$ cat config.mk
export PLATFORM = sky130hd
export DESIGN_NAME = lfo_tremolo_stereo
export DESIGN_NICKNAME = d
export VERILOG_FILES = /design/src/rtl/lts_pkg.sv /design/src/rtl/lts_mul.sv /design/src/rtl/lts_lfo.sv /design/src/rtl/lts_core.sv /design/src/rtl/lfo_tremolo_stereo.sv
export SDC_FILE = /design/constraint.sdc
export NUM_CORES = 2
export LEC_CHECK = 0
export BUFFER_PORTS_ARGS = -buffer_cell sky130_fd_sc_hd__buf_2
export CORE_AREA = 4 4 475 477
export CTS_BUF_LIST = sky130_fd_sc_hd__clkbuf_4
export CTS_CLUSTER_DIAMETER = 200
export DETAILED_ROUTE_END_ITERATION = 6
export DIE_AREA = 0 0 479 481
export SLEW_MARGIN = 20
export SYNTH_ARGS = -nofsm -noshare
export SYNTH_HDL_FRONTEND = slang
export SYNTH_HIERARCHICAL = 1
export SYNTH_SLANG_ARGS = --single-unit
$ cat constraint.sdc
create_clock -name clock -period 14.8 [get_ports clock]
set_input_delay 4.44 -clock clock [delete_from_list [all_inputs] [get_ports clock]]
set_output_delay 4.44 -clock clock [all_outputs]
set_load 0.1 [all_outputs]
$ cat src/rtl/lts_pkg.sv
// Shared types, constants and fixed-point coefficients of the stereo tremolo.
`default_nettype none

package lts_pkg;

   // Default sizes handed to the top-level parameters.
   localparam int DEF_PHASE_BITS      = 24;
   localparam int DEF_SINE_TABLE_BITS = 10;
   localparam int DEF_SAMPLE_BITS     = 24;

   // Shared multiplier operand width and the fixed-point scalings.
   localparam int MUL_BITS       = 32;
   localparam int SINE_FRAC      = 30;
   localparam int GAIN_FRAC      = 32;
   localparam int Q16_BITS       = 17;
   localparam int PHASE_INC_BITS = 20;

   // Configuration port sizes.
   localparam int CSR_INDEX_BITS = 4;
   localparam int CSR_DATA_BITS  = 20;

   localparam logic [Q16_BITS-1:0] Q16_ONE      = 17'd65536;
   localparam logic [Q16_BITS-1:0] Q16_HALF     = 17'd32768;
   localparam logic [Q16_BITS-1:0] Q16_ROUND    = 17'd32768;
   localparam logic [15:0]         COEF_SQUARE  = 16'd65339;
   localparam logic [15:0]         COEF_OTHER   = 16'd58982;
   localparam logic [31:0]         SINE_ROUND   = 32'd16384;

   // Odd polynomial for the quarter-wave sine in Q30, evaluated by Horner steps.
   localparam logic [31:0] POLY_C0 = 32'd1686629713;
   localparam logic [31:0] POLY_C1 = 32'd693598669;
   localparam logic [31:0] POLY_C2 = 32'd85569306;
   localparam logic [31:0] POLY_C3 = 32'd5026995;
   localparam logic [31:0] POLY_C4 = 32'd172272;

   // Reset values of the configuration registers.
   localparam logic [PHASE_INC_BITS-1:0] RST_PHASE_INC = 20'd1573;
   localparam logic [Q16_BITS-1:0]       RST_DEPTH     = 17'd39322;
   localparam logic [Q16_BITS-1:0]       RST_MIX       = 17'd65536;

   typedef enum logic [1:0] {
      SHAPE_SINE     = 2'd0,
      SHAPE_TRIANGLE = 2'd1,
      SHAPE_SQUARE   = 2'd2,
      SHAPE_SINE_ALT = 2'd3
   } shape_type;

   typedef enum logic [CSR_INDEX_BITS-1:0] {
      REG_PHASE_INC = 4'd0,
      REG_DEPTH     = 4'd1,
      REG_SHAPE     = 4'd2,
      REG_MIX       = 4'd3
   } reg_index_type;

   typedef struct packed {
      logic [PHASE_INC_BITS-1:0] phase_inc;
      logic [Q16_BITS-1:0]       depth;
      shape_type                 shape;
      logic [Q16_BITS-1:0]       mix;
   } cfg_type;

   // Values the oscillator offers for the current phase.
   typedef struct packed {
      logic [SINE_FRAC:0]  x;
      logic                neg;
      logic [Q16_BITS-1:0] tri_u;
      logic [Q16_BITS-1:0] sq_u;
   } lfo_tap_type;

   typedef struct packed {
      logic [MUL_BITS-1:0] a;
      logic [MUL_BITS-1:0] b;
   } mul_req_type;

   typedef struct packed {
      logic idle;
      logic done;
   } core_status_type;

endpackage

`default_nettype wire

$ cat src/rtl/lts_mul.sv
// Shared unsigned multiplier with a registered product.
`default_nettype none

module lts_mul (
   input  wire logic                        clock,
   input  wire lts_pkg::mul_req_type        req,
   output logic [2*lts_pkg::MUL_BITS-1:0]   prod
);
   import lts_pkg::*;

   logic [2*MUL_BITS-1:0] prod_ff;
   logic [2*MUL_BITS-1:0] prod_in;

   // One full-width product per cycle.
   assign prod_in = (2*MUL_BITS)'(req.a) * (2*MUL_BITS)'(req.b);

   always_ff @(posedge clock) begin
      prod_ff <= prod_in;
   end

   assign prod = prod_ff;

endmodule

`default_nettype wire

$ cat src/rtl/lts_lfo.sv
// Phase accumulator and waveform decode of the low-frequency oscillator.
`default_nettype none

module lts_lfo #(
   parameter int PHASE_BITS      = lts_pkg::DEF_PHASE_BITS,
   parameter int SINE_TABLE_BITS = lts_pkg::DEF_SINE_TABLE_BITS
) (
   input  wire logic                                clock,
   input  wire logic                                reset,
   input  wire logic                                advance,
   input  wire logic [lts_pkg::PHASE_INC_BITS-1:0]  phase_inc,
   output lts_pkg::lfo_tap_type                     tap
);
   import lts_pkg::*;

   localparam int SUM_W = (PHASE_BITS > PHASE_INC_BITS) ? PHASE_BITS : PHASE_INC_BITS;

   logic [PHASE_BITS-1:0]      phase_ff;
   logic [PHASE_BITS-1:0]      phase_in;
   logic [SUM_W-1:0]           phase_sum;
   logic [1:0]                 quad;
   logic [SINE_TABLE_BITS-1:0] idx;
   logic [SINE_TABLE_BITS:0]   k;
   logic [15:0]                p16;
   logic [Q16_BITS-1:0]        tri2;
   logic [Q16_BITS-1:0]        tri_dist;

   // The phase wraps modulo its own width.
   assign phase_sum = SUM_W'(phase_ff) + SUM_W'(phase_inc);
   assign phase_in  = advance ? phase_sum[PHASE_BITS-1:0] : phase_ff;

   always_ff @(posedge clock) begin
      if (reset) begin
         phase_ff <= '0;
      end else begin
         phase_ff <= phase_in;
      end
   end

   // Quarter-wave index, mirrored in the odd quadrants.
   assign quad = phase_ff[PHASE_BITS-1 -: 2];
   assign idx  = phase_ff[PHASE_BITS-3 -: SINE_TABLE_BITS];
   assign k    = quad[0] ? ((SINE_TABLE_BITS+1)'(1) << SINE_TABLE_BITS) - {1'b0, idx}
                         : {1'b0, idx};

   // Triangle folds the top sixteen phase bits around the midpoint.
   assign p16      = phase_ff[PHASE_BITS-1 -: 16];
   assign tri2     = {p16, 1'b0};
   assign tri_dist = tri2[16] ? {1'b0, tri2[15:0]} : Q16_ONE - tri2;

   always_comb begin
      tap.x     = (SINE_FRAC+1)'(k) << (SINE_FRAC - SINE_TABLE_BITS);
      tap.neg   = quad[1];
      tap.tri_u = Q16_ONE - tri_dist;
      tap.sq_u  = phase_ff[PHASE_BITS-1] ? '0 : Q16_ONE;
   end

endmodule

`default_nettype wire

$ cat src/rtl/lts_core.sv
// Sequencer that runs the sine polynomial, gain smoother and channel scaling on one multiplier.
`default_nettype none

module lts_core #(
   parameter int SAMPLE_BITS = lts_pkg::DEF_SAMPLE_BITS
) (
   input  wire logic                              clock,
   input  wire logic                              reset,
   input  wire logic                              start,
   input  wire logic                              out_free,
   input  wire logic [SAMPLE_BITS-1:0]            left_in,
   input  wire logic [SAMPLE_BITS-1:0]            right_in,
   input  wire lts_pkg::cfg_type                  cfg,
   input  wire lts_pkg::lfo_tap_type              tap,
   input  wire logic [2*lts_pkg::MUL_BITS-1:0]    prod,
   output lts_pkg::mul_req_type                   mul_req,
   output lts_pkg::core_status_type               status,
   output logic [SAMPLE_BITS-1:0]                 left_res,
   output logic [SAMPLE_BITS-1:0]                 right_res
);
   import lts_pkg::*;

   localparam int ACC_W = SAMPLE_BITS + GAIN_FRAC + 1;

   typedef enum logic [4:0] {
      S_IDLE, S_SQ, S_H4, S_H3, S_H2, S_H1, S_FX, S_SN, S_TG, S_SM1, S_SM2,
      S_SM3, S_MX, S_LH, S_LL, S_RH, S_RL, S_F1, S_F2, S_DONE
   } state_type;

   state_type               state_ff, state_in;
   logic [SAMPLE_BITS-1:0]  left_ff, left_in_next;
   logic [SAMPLE_BITS-1:0]  right_ff, right_in_next;
   logic [31:0]             x2_ff, x2_in;
   logic [Q16_BITS-1:0]     u_ff, u_in;
   logic [Q16_BITS-1:0]     gain_ff, gain_in;
   logic [32:0]             m_ff, m_in;
   logic [ACC_W-1:0]        acc_ff, acc_in;
   logic [SAMPLE_BITS-1:0]  left_res_ff, left_res_in;
   logic [SAMPLE_BITS-1:0]  right_res_ff, right_res_in;

   logic [31:0]             prod_hi;
   logic [31:0]             sine_sum;
   logic [Q16_BITS-1:0]     sine_raw;
   logic [Q16_BITS-1:0]     sine_s;
   logic [Q16_BITS-1:0]     sine_u;
   logic [Q16_BITS-1:0]     depth_sat;
   logic [Q16_BITS-1:0]     mix_sat;
   logic [Q16_BITS-1:0]     gain_sat;
   logic [15:0]             coef;
   logic [32:0]             target_sum;
   logic [Q16_BITS-1:0]     target;
   logic [33:0]             smooth_sum;
   logic                    neg_l, neg_r;
   logic [SAMPLE_BITS-1:0]  mag_l, mag_r;

   // Takes the Q32 product off the magnitude, rounds back to a sample and restores the sign, with saturation.
   function automatic logic [SAMPLE_BITS-1:0] finish_sample(
      input logic [SAMPLE_BITS-1:0] mag,
      input logic                   neg,
      input logic [ACC_W-1:0]       scaled
   );
      logic [ACC_W-1:0]       full;
      logic [SAMPLE_BITS:0]   r;
      logic [SAMPLE_BITS:0]   half;
      logic [SAMPLE_BITS:0]   nr;
      begin
         full = (ACC_W'(mag) << GAIN_FRAC) - scaled + (ACC_W'(1) << (GAIN_FRAC - 1));
         r    = full[ACC_W-1:GAIN_FRAC];
         half = (SAMPLE_BITS+1)'(1) << (SAMPLE_BITS - 1);
         if (neg) begin
            if (r > half) begin
               r = half;
            end
            nr = ~r + (SAMPLE_BITS+1)'(1);
         end else begin
            if (r > half - (SAMPLE_BITS+1)'(1)) begin
               r = half - (SAMPLE_BITS+1)'(1);
            end
            nr = r;
         end
         finish_sample = nr[SAMPLE_BITS-1:0];
      end
   endfunction

   // Settings clamped to full scale, and the smoother coefficient for the shape.
   assign depth_sat = (cfg.depth > Q16_ONE) ? Q16_ONE : cfg.depth;
   assign mix_sat   = (cfg.mix > Q16_ONE) ? Q16_ONE : cfg.mix;
   assign gain_sat  = (gain_ff > Q16_ONE) ? Q16_ONE : gain_ff;
   assign coef      = (cfg.shape == SHAPE_SQUARE) ? COEF_SQUARE : COEF_OTHER;

   // Q30 view of the product and the finished sine value.
   assign prod_hi  = prod[2*SINE_FRAC+1:SINE_FRAC];
   assign sine_sum = prod_hi + SINE_ROUND;
   assign sine_raw = sine_sum[31:15];
   assign sine_s   = (sine_raw > Q16_HALF) ? Q16_HALF : sine_raw;
   assign sine_u   = tap.neg ? Q16_HALF - sine_s : Q16_HALF + sine_s;

   // Target gain from the depth product, and the two-term smoother sum.
   assign target_sum = prod[32:0] + 33'(Q16_ROUND);
   assign target     = Q16_ONE - target_sum[32:16];
   assign smooth_sum = acc_ff[33:0] + 34'(prod[32:0]) + 34'(Q16_ROUND);

   // Sample magnitudes.
   assign neg_l = left_ff[SAMPLE_BITS-1];
   assign neg_r = right_ff[SAMPLE_BITS-1];
   assign mag_l = neg_l ? (~left_ff + SAMPLE_BITS'(1)) : left_ff;
   assign mag_r = neg_r ? (~right_ff + SAMPLE_BITS'(1)) : right_ff;

   // Sequencer: each state issues at most one product; the next state may consume it.
   always_comb begin
      state_in      = state_ff;
      left_in_next  = left_ff;
      right_in_next = right_ff;
      x2_in         = x2_ff;
      u_in          = u_ff;
      gain_in       = gain_ff;
      m_in          = m_ff;
      acc_in        = acc_ff;
      left_res_in   = left_res_ff;
      right_res_in  = right_res_ff;
      mul_req.a     = '0;
      mul_req.b     = '0;
      unique case (state_ff)
         S_IDLE: begin
            if (start) begin
               left_in_next  = left_in;
               right_in_next = right_in;
               state_in      = S_SQ;
            end
         end
         S_SQ: begin
            mul_req.a = MUL_BITS'(tap.x);
            mul_req.b = MUL_BITS'(tap.x);
            state_in  = S_H4;
         end
         S_H4: begin
            x2_in     = prod_hi;
            mul_req.a = prod_hi;
            mul_req.b = POLY_C4;
            state_in  = S_H3;
         end
         S_H3: begin
            mul_req.a = x2_ff;
            mul_req.b = POLY_C3 - prod_hi;
            state_in  = S_H2;
         end
         S_H2: begin
            mul_req.a = x2_ff;
            mul_req.b = POLY_C2 - prod_hi;
            state_in  = S_H1;
         end
         S_H1: begin
            mul_req.a = x2_ff;
            mul_req.b = POLY_C1 - prod_hi;
            state_in  = S_FX;
         end
         S_FX: begin
            mul_req.a = MUL_BITS'(tap.x);
            mul_req.b = POLY_C0 - prod_hi;
            state_in  = S_SN;
         end
         S_SN: begin
            case (cfg.shape)
               SHAPE_TRIANGLE: u_in = tap.tri_u;
               SHAPE_SQUARE:   u_in = tap.sq_u;
               default:        u_in = sine_u;
            endcase
            state_in = S_TG;
         end
         S_TG: begin
            mul_req.a = MUL_BITS'(depth_sat);
            mul_req.b = MUL_BITS'(Q16_ONE - u_ff);
            state_in  = S_SM1;
         end
         S_SM1: begin
            mul_req.a = MUL_BITS'(Q16_ONE - Q16_BITS'(coef));
            mul_req.b = MUL_BITS'(target);
            state_in  = S_SM2;
         end
         S_SM2: begin
            acc_in    = ACC_W'(prod[32:0]);
            mul_req.a = MUL_BITS'(coef);
            mul_req.b = MUL_BITS'(gain_sat);
            state_in  = S_SM3;
         end
         S_SM3: begin
            gain_in  = smooth_sum[32:16];
            state_in = S_MX;
         end
         S_MX: begin
            mul_req.a = MUL_BITS'(mix_sat);
            mul_req.b = MUL_BITS'(Q16_ONE - gain_ff);
            state_in  = S_LH;
         end
         S_LH: begin
            m_in      = prod[32:0];
            mul_req.a = MUL_BITS'(mag_l);
            mul_req.b = MUL_BITS'(prod[32:16]);
            state_in  = S_LL;
         end
         S_LL: begin
            acc_in    = ACC_W'(prod);
            mul_req.a = MUL_BITS'(mag_l);
            mul_req.b = MUL_BITS'(m_ff[15:0]);
            state_in  = S_RH;
         end
         S_RH: begin
            acc_in    = (acc_ff << 16) + ACC_W'(prod);
            mul_req.a = MUL_BITS'(mag_r);
            mul_req.b = MUL_BITS'(m_ff[32:16]);
            state_in  = S_RL;
         end
         S_RL: begin
            left_res_in = finish_sample(mag_l, neg_l, acc_ff);
            acc_in      = ACC_W'(prod);
            mul_req.a   = MUL_BITS'(mag_r);
            mul_req.b   = MUL_BITS'(m_ff[15:0]);
            state_in    = S_F1;
         end
         S_F1: begin
            acc_in   = (acc_ff << 16) + ACC_W'(prod);
            state_in = S_F2;
         end
         S_F2: begin
            right_res_in = finish_sample(mag_r, neg_r, acc_ff);
            state_in     = S_DONE;
         end
         S_DONE: begin
            if (out_free) begin
               state_in = S_IDLE;
            end
         end
         default: begin
            state_in = S_IDLE;
         end
      endcase
   end

   always_ff @(posedge clock) begin
      if (reset) begin
         state_ff <= S_IDLE;
         gain_ff  <= Q16_ONE;
      end else begin
         state_ff <= state_in;
         gain_ff  <= gain_in;
      end
      left_ff      <= left_in_next;
      right_ff     <= right_in_next;
      x2_ff        <= x2_in;
      u_ff         <= u_in;
      m_ff         <= m_in;
      acc_ff       <= acc_in;
      left_res_ff  <= left_res_in;
      right_res_ff <= right_res_in;
   end

   always_comb begin
      status.idle = (state_ff == S_IDLE);
      status.done = (state_ff == S_DONE) && out_free;
   end

   assign left_res  = left_res_ff;
   assign right_res = right_res_ff;

endmodule

`default_nettype wire

$ cat src/rtl/lfo_tremolo_stereo.sv
// Stereo tremolo top level: configuration registers, handshakes and the output register.
// Each frame passes through the sine polynomial, the gain smoother and the channel scaling.
// A new frame is accepted only while the sequencer is idle, since the fourteen dependent products
// of each frame are computed one after another on the single shared 32 x 32 multiplier.
// A finished result waits in the output register while the next frame is accepted.
// Reset is synchronous: it restores the register defaults, zero phase and unity gain.
`default_nettype none

module lfo_tremolo_stereo #(
   parameter int PHASE_BITS      = lts_pkg::DEF_PHASE_BITS,
   parameter int SINE_TABLE_BITS = lts_pkg::DEF_SINE_TABLE_BITS,
   parameter int SAMPLE_BITS     = lts_pkg::DEF_SAMPLE_BITS
) (
   input  wire logic                                clock,
   input  wire logic                                reset,
   input  wire logic                                req_valid,
   output logic                                     req_ready,
   input  wire logic signed [SAMPLE_BITS-1:0]       req_left_in,
   input  wire logic signed [SAMPLE_BITS-1:0]       req_right_in,
   output logic                                     rsp_valid,
   input  wire logic                                rsp_ready,
   output logic signed [SAMPLE_BITS-1:0]            rsp_left_out,
   output logic signed [SAMPLE_BITS-1:0]            rsp_right_out,
   input  wire logic                                csr_write,
   input  wire logic [lts_pkg::CSR_INDEX_BITS-1:0]  csr_index,
   input  wire logic [lts_pkg::CSR_DATA_BITS-1:0]   csr_wdata
);
   import lts_pkg::*;

   cfg_type                cfg_ff, cfg_in;
   logic                   rsp_valid_ff, rsp_valid_in;
   logic [SAMPLE_BITS-1:0] rsp_left_ff, rsp_left_in;
   logic [SAMPLE_BITS-1:0] rsp_right_ff, rsp_right_in;

   lfo_tap_type            tap;
   mul_req_type            mul_req;
   logic [2*MUL_BITS-1:0]  prod;
   core_status_type        status;
   logic [SAMPLE_BITS-1:0] left_res;
   logic [SAMPLE_BITS-1:0] right_res;
   logic                   start;
   logic                   out_free;

   // Register writes; an index past the list is dropped.
   always_comb begin
      cfg_in = cfg_ff;
      if (csr_write) begin
         unique case (reg_index_type'(csr_index))
            REG_PHASE_INC: cfg_in.phase_inc = csr_wdata[PHASE_INC_BITS-1:0];
            REG_DEPTH:     cfg_in.depth     = csr_wdata[Q16_BITS-1:0];
            REG_SHAPE:     cfg_in.shape     = shape_type'(csr_wdata[1:0]);
            REG_MIX:       cfg_in.mix       = csr_wdata[Q16_BITS-1:0];
            default:       cfg_in = cfg_ff;
         endcase
      end
   end

   // Input transfer starts the sequencer; the output register frees up on a result transfer.
   assign req_ready = status.idle;
   assign start     = req_valid && status.idle;
   assign out_free  = !rsp_valid_ff || rsp_ready;

   always_comb begin
      rsp_left_in  = rsp_left_ff;
      rsp_right_in = rsp_right_ff;
      rsp_valid_in = rsp_valid_ff && !rsp_ready;
      if (status.done) begin
         rsp_valid_in = 1'b1;
         rsp_left_in  = left_res;
         rsp_right_in = right_res;
      end
   end

   always_ff @(posedge clock) begin
      if (reset) begin
         cfg_ff.phase_inc <= RST_PHASE_INC;
         cfg_ff.depth     <= RST_DEPTH;
         cfg_ff.shape     <= SHAPE_SINE;
         cfg_ff.mix       <= RST_MIX;
         rsp_valid_ff     <= 1'b0;
      end else begin
         cfg_ff       <= cfg_in;
         rsp_valid_ff <= rsp_valid_in;
      end
      rsp_left_ff  <= rsp_left_in;
      rsp_right_ff <= rsp_right_in;
   end

   assign rsp_valid     = rsp_valid_ff;
   assign rsp_left_out  = rsp_left_ff;
   assign rsp_right_out = rsp_right_ff;

   lts_lfo #(
      .PHASE_BITS      (PHASE_BITS),
      .SINE_TABLE_BITS (SINE_TABLE_BITS)
   ) u_lfo (
      .clock     (clock),
      .reset     (reset),
      .advance   (status.done),
      .phase_inc (cfg_ff.phase_inc),
      .tap       (tap)
   );

   lts_mul u_mul (
      .clock (clock),
      .req   (mul_req),
      .prod  (prod)
   );

   lts_core #(
      .SAMPLE_BITS (SAMPLE_BITS)
   ) u_core (
      .clock     (clock),
      .reset     (reset),
      .start     (start),
      .out_free  (out_free),
      .left_in   (req_left_in),
      .right_in  (req_right_in),
      .cfg       (cfg_ff),
      .tap       (tap),
      .prod      (prod),
      .mul_req   (mul_req),
      .status    (status),
      .left_res  (left_res),
      .right_res (right_res)
   );

   // A frame in progress blocks the next input transfer.
   a_busy_after_accept: assert property (@(posedge clock) disable iff (reset)
      (req_valid && req_ready) |=> !req_ready)
      else $error("input accepted while a frame was in progress");

   // A new result never lands on one that is still waiting.
   a_no_overwrite: assert property (@(posedge clock) disable iff (reset)
      status.done |-> (!rsp_valid_ff || rsp_ready))
      else $error("pending result overwritten");

   // Nothing is offered right after reset.
   a_reset_empty: assert property (@(posedge clock)
      reset |=> !rsp_valid)
      else $error("result valid right after reset");

endmodule

`default_nettype wire

# After elaboration in Yosys (flattened, before gate mapping)

Index checks and enable logic that the tools add are counted.

Input bits: 77
Flip-flop bits (word level): 448
Logic and storage cells: 130
Output and inout port bits: 50

Order comparisons: 8
Multiplexer cells: 28
Bitwise gates (word level): 4
Add/subtract/negate cells: 27
Eq/ne operators: 26
Multipliers: 1
Reduce and logical (&&, ||, !) cells: 17

Operator list:

| kind                     | count |
|---|---|
| $pmux W64 S14            | 1 |
| $mux W24                 | 12 |
| $pmux W57 S3             | 1 |
| $mux W17                 | 7 |
| $add A57 B32 Y57 const B | 2 |
| $sub A56 B57 Y57         | 2 |
| $pmux W5 S20             | 1 |
| $add A24 B1 Y24 const B  | 4 |
| $not A24 Y24             | 4 |
| $add A33 B16 Y33 const B | 2 |
| $mul A32 B32 Y62         | 1 |
| $add A57 B57 Y57         | 1 |
| $gt A17 B17 Y1 const B   | 3 |
| $sub A17 B17 Y17 const A | 3 |
| $gt A25 B23 Y1 const B   | 2 |
| $gt A25 B24 Y1 const B   | 2 |
| $eq A5 B4 Y1 const B     | 8 |
| $sub A17 B17 Y18 const A | 2 |
| $pmux W17 S2             | 1 |
| $add A33 B33 Y33         | 1 |
| $add A32 B15 Y32 const B | 1 |
| $sub A23 B32 Y32 const A | 1 |
| $sub A27 B32 Y32 const A | 1 |
| $sub A30 B32 Y32 const A | 1 |
| other kinds (28)         | 47 |

# Logic depth before layout (Yosys ltp)

Depth in word-level cells: 12
Gate-level depth with buffers: 45
Mapped depth without buffers: 42

# Cells and area by module

The synthesis kept the hierarchy.

By module, submodules not included:

| module             | times used | sequential area each (µm²) | cells an instance | area each (µm²) |
|---|---|---|---|---|
| lts_mul            | 1          | 1281.2                     | 3738              | 34531.9 |
| lts_core           | 1          | 7497.2                     | 2879              | 24454.7 |
| lfo_tremolo_stereo | 1          | 2582.5                     | 278               | 3806.2 |
| lts_lfo            | 1          | 480.5                      | 454               | 3372.0 |

# Worst setup path before layout

Ideal clock, no wire load.

Kind: register -> register
From: register u_core.state_ff[4]
To: register u_mul.prod_ff[61], in the netlist u_mul/prod[61]
Setup time: 0.072 ns
Stages on the path, launching flop included: 41
Data arrival time: 10.755 ns
Path buffers: 3
Period minus slack after synthesis: 10.827 ns
Slack: 3.973 ns
Data required time: 14.728 ns
Cell sequence: dfxtp_1 clkbuf_1 nor2_1 and2_1 nand2_1 inv_1 ha_1 a21boi_0 o21bai_1 a21boi_0 o21bai_1 a21boi_0 o21ai_1 a2111oi_0 o31ai_1 xor2_1 o221ai_1 clkbuf_1 [... 5 more ...] fa_1 fa_1 fa_1 fa_1 inv_1 fa_1 inv_1 ha_1 buf_2 a21o_1 a31o_1 a221oi_2 o31ai_1 a2111o_1 o21ai_2 o21bai_2 a311oi_2 xnor2_1

RTL lines:

| element                  | RTL line        | text |
|---|---|---|
| start: declaration       | lts_core.sv:30  | `state_type state_ff, state_in;` |
| start signal: assignment | lts_core.sv:244 | `state_ff <= state_in;` |
| end signal: assignment   | lts_mul.sv:18   | `prod_ff <= prod_in;` |
| end: declaration         | lts_mul.sv:11   | `logic [2*MUL_BITS-1:0] prod_ff;` |

==> results.md <==
* Outcome: finished clean
* Worst Path Arrival at 13490 ps
* CTS Buffer Depth at 3
* Cells after synthesis at 7315
* 1st-pass router iterations at 6
* Switching pwr at 0.00903 W
* Post-CTS setup buffers at 0
* CP required at 15700 ps
* Post-layout minimum cycle time at 12600 ps
* Net Sw Frac at 56.9%
* Vias in the first global route at 55200
* # DRC at 0
* Crit share post-route at 85.1%
* Worst setup margin at 2200 ps
* CORE AREA at 221000 sq um
* CTS sink cnt at 448
* Area growth syn-to-layout at 8.19%
* IO Pins at 127
* Max cap viols at 0
* Clk_lat worst skew at 1050 ps
* Clock power share at 7.6%
* Avg WL per Cell at 20.8 microns
* Layout cells sized above 1 at 7.68%
* Clock Tree Root: clkbuf_4
* Endpoint type of the worst setup path: register
* Reg2reg start: u_core/state_ff[4]
* Worst vdd ir at 460 uV
* Syn Area/Cell at 9.00 sq um
* Setup slack, reg-to-reg at 2200 ps
* GRT Util Overall at 18.5%
* Sequential share of power at 12.4%
* First-pass GRT wire length at 333000 microns
* Total wire length at 216000 microns
* Internal power at 0.00683 W
* Yosys warning count at 6
* Avg Vias per Cell at 5.19
* Worst path max stage delay at 790 ps
* Die height at 481 microns
* Vias at 53800
* Area post-placement at 69600 sq um
* Initial DRC Count at 4778
* Initial Utilization at 29.7%
* HP Class: reg2reg
* Die ar. at 230000 sq um
* Crit path top cell by count: fa_1
* TritonCTS buffer count at 131
* Slowest CP cell: a2111oi_0
* Register-to-Register Path Depth at 38
* RSZ-0062 raised after global routing: no
* Grt ovf at 0
* Power per cell area at 223 nW/um^2
* Hold Violations, Final at 0
* H-tree depth at 4
* Largest net degree at the start of global routing at 89
* # port buffers at 126
* Post-layout nets at 8720
* Setup WS pre-CTS at 2500 ps
* Gp weighted congestion at 0.935
* DRT antenna net count at 0
* Clock tree from TritonCTS: built
* DP Wirelength at 164000 microns
* Power share of the combinational group at 80.0%
* Initial antenna violation count at 10
* Worst-Margin Slew at 1100 ps
* CP startpoint kind: register
* Cell Area, Synth at 65900 sq um
* CP Class: reg2reg
* CP Max Fanout at 32
* LEAKAGE at 31.5 nW
* Worst setup path startpoint: u_core/state_ff[4]
* Post_cts resized at 0
* Setup TNS at 0 ps
* Post-route cell area at 71300 sq um
* Die W at 479 microns
* Row count at 173
* Setup violators final at 0
* Final Slew Violations at 0
* R2R Path End: u_mul/prod[49]
* Final worst clock skew at 76.3 ps
* CTS clk-pin slew, worst paths at 70 ps
* Rel. slew slack at 26.3%
* Fmax at 79.4 MHz
* Hold_buf cts at 0
* Critical path endpoint: u_mul/prod[49]
stage by stage:
stage,utilization (%),hold WS [ps],total power [W],std cells
after floorplan,-,400,0.0107,7351
after global placement,31.4,402,0.0144,10100
after detailed placement,31.4,405,0.0146,10100
after CTS,32.2,394,0.0159,10400
after global routing,32.2,411,0.0174,10400
final,32.2,414,0.0159,10400
placed cells by master (no fill, tap or decap), types with 81 or more instances in the layout:
cell type / n
and2_1: 632
a21oi_1: 305
dfxtp_1: 165
fa_1: 898
clkbuf_4: 178
buf_2: 125
o21ai_0: 195
xor2_1: 110
edfxtp_1: 283
xnor2_1: 239
nor2_1: 291
buf_4: 122
nand2b_1: 119
nand3_1: 104
ha_1: 459
nor3_1: 92
inv_1: 1008
a21o_1: 81
mux2i_1: 89
nand2_1: 790
layout make-up:
class                   instances  area [sq um]
flip-flops and latches        448         11800
repair buffers                247          1540
multi-input cells            5446         48700
diodes                          9          22.5
clock inverters                56           329
clock buffers                 178          1340
inverters                    1012          3800
fillers                     23000        150000
well taps                    2975          3720
per-layer routing:
layer / wire [microns] / global-route usage (%)
met5: 13 / 0
met4: 7930 / 6.81
met3: 16000 / 2.75
met2: 100000 / 30.5
met1: 91700 / 24.7
worst min path at each step:
| stage | startpoint | end | slack (ps) | depth (start not counted) |
|---|---|---|---|---|
| 2_1_floorplan | u_core/left_res[0] | rsp_left_out[0] | 400 | 0 |
| 3_3_place_gp | u_core/left_res[18] | rsp_left_out[18] | 400 | 0 |
| 3_5_place_dp | u_core/left_res[3] | rsp_left_out[3] | 400 | 0 |
| 4_1_cts | u_core/right_res[6] | rsp_right_out[6] | 390 | 0 |
| 5_1_grt | u_core/right_res[1] | rsp_right_out[1] | 410 | 0 |
| 6_report | u_core/right_res[22] | rsp_right_out[22] | 410 | 0 |
flip-flops by register name, summed over array words and instances, names as in the netlist, 5 cells and up:
| register | count |
|---|---|
| cfg_ff | 56 |
| rsp_left_out | 24 |
| rsp_right_out | 24 |
| u_core/acc_ff | 57 |
| u_core/gain_ff | 17 |
| u_core/left_ff | 24 |
| u_core/left_res | 24 |
| u_core/m_ff | 33 |
| u_core/right_ff | 24 |
| u_core/right_res | 24 |
| u_core/state_ff | 5 |
| u_core/u_ff | 17 |
| u_core/x2_ff | 32 |
| u_lfo/phase_ff | 24 |
| u_mul/prod | 62 |
power groups by stage:
| stage | registers (W) | logic (W) | clock network [W] |
|---|---|---|---|
| finish | 0.00196 | 0.0127 | 0.00121 |
| global route | 0.00198 | 0.0141 | 0.00132 |
| floorplan | 0.00184 | 0.00889 | 0 |
| detailed placement | 0.00198 | 0.0126 | 0 |
| CTS | 0.00195 | 0.0127 | 0.00125 |
| global placement | 0.00197 | 0.0125 | 0 |
critical path: cells and delay by family, from the launching register on:
family,cells,cell delay [ps]
AO/OA/AOI/OAI,18,4820
XOR/XNOR,1,200
adder cells (fa/ha/maj),10,5040
buffers and inverters,5,850
flip-flops,1,580
AND/OR/NAND/NOR,4,910
Note: power is estimated with default switching activity, not from simulation.
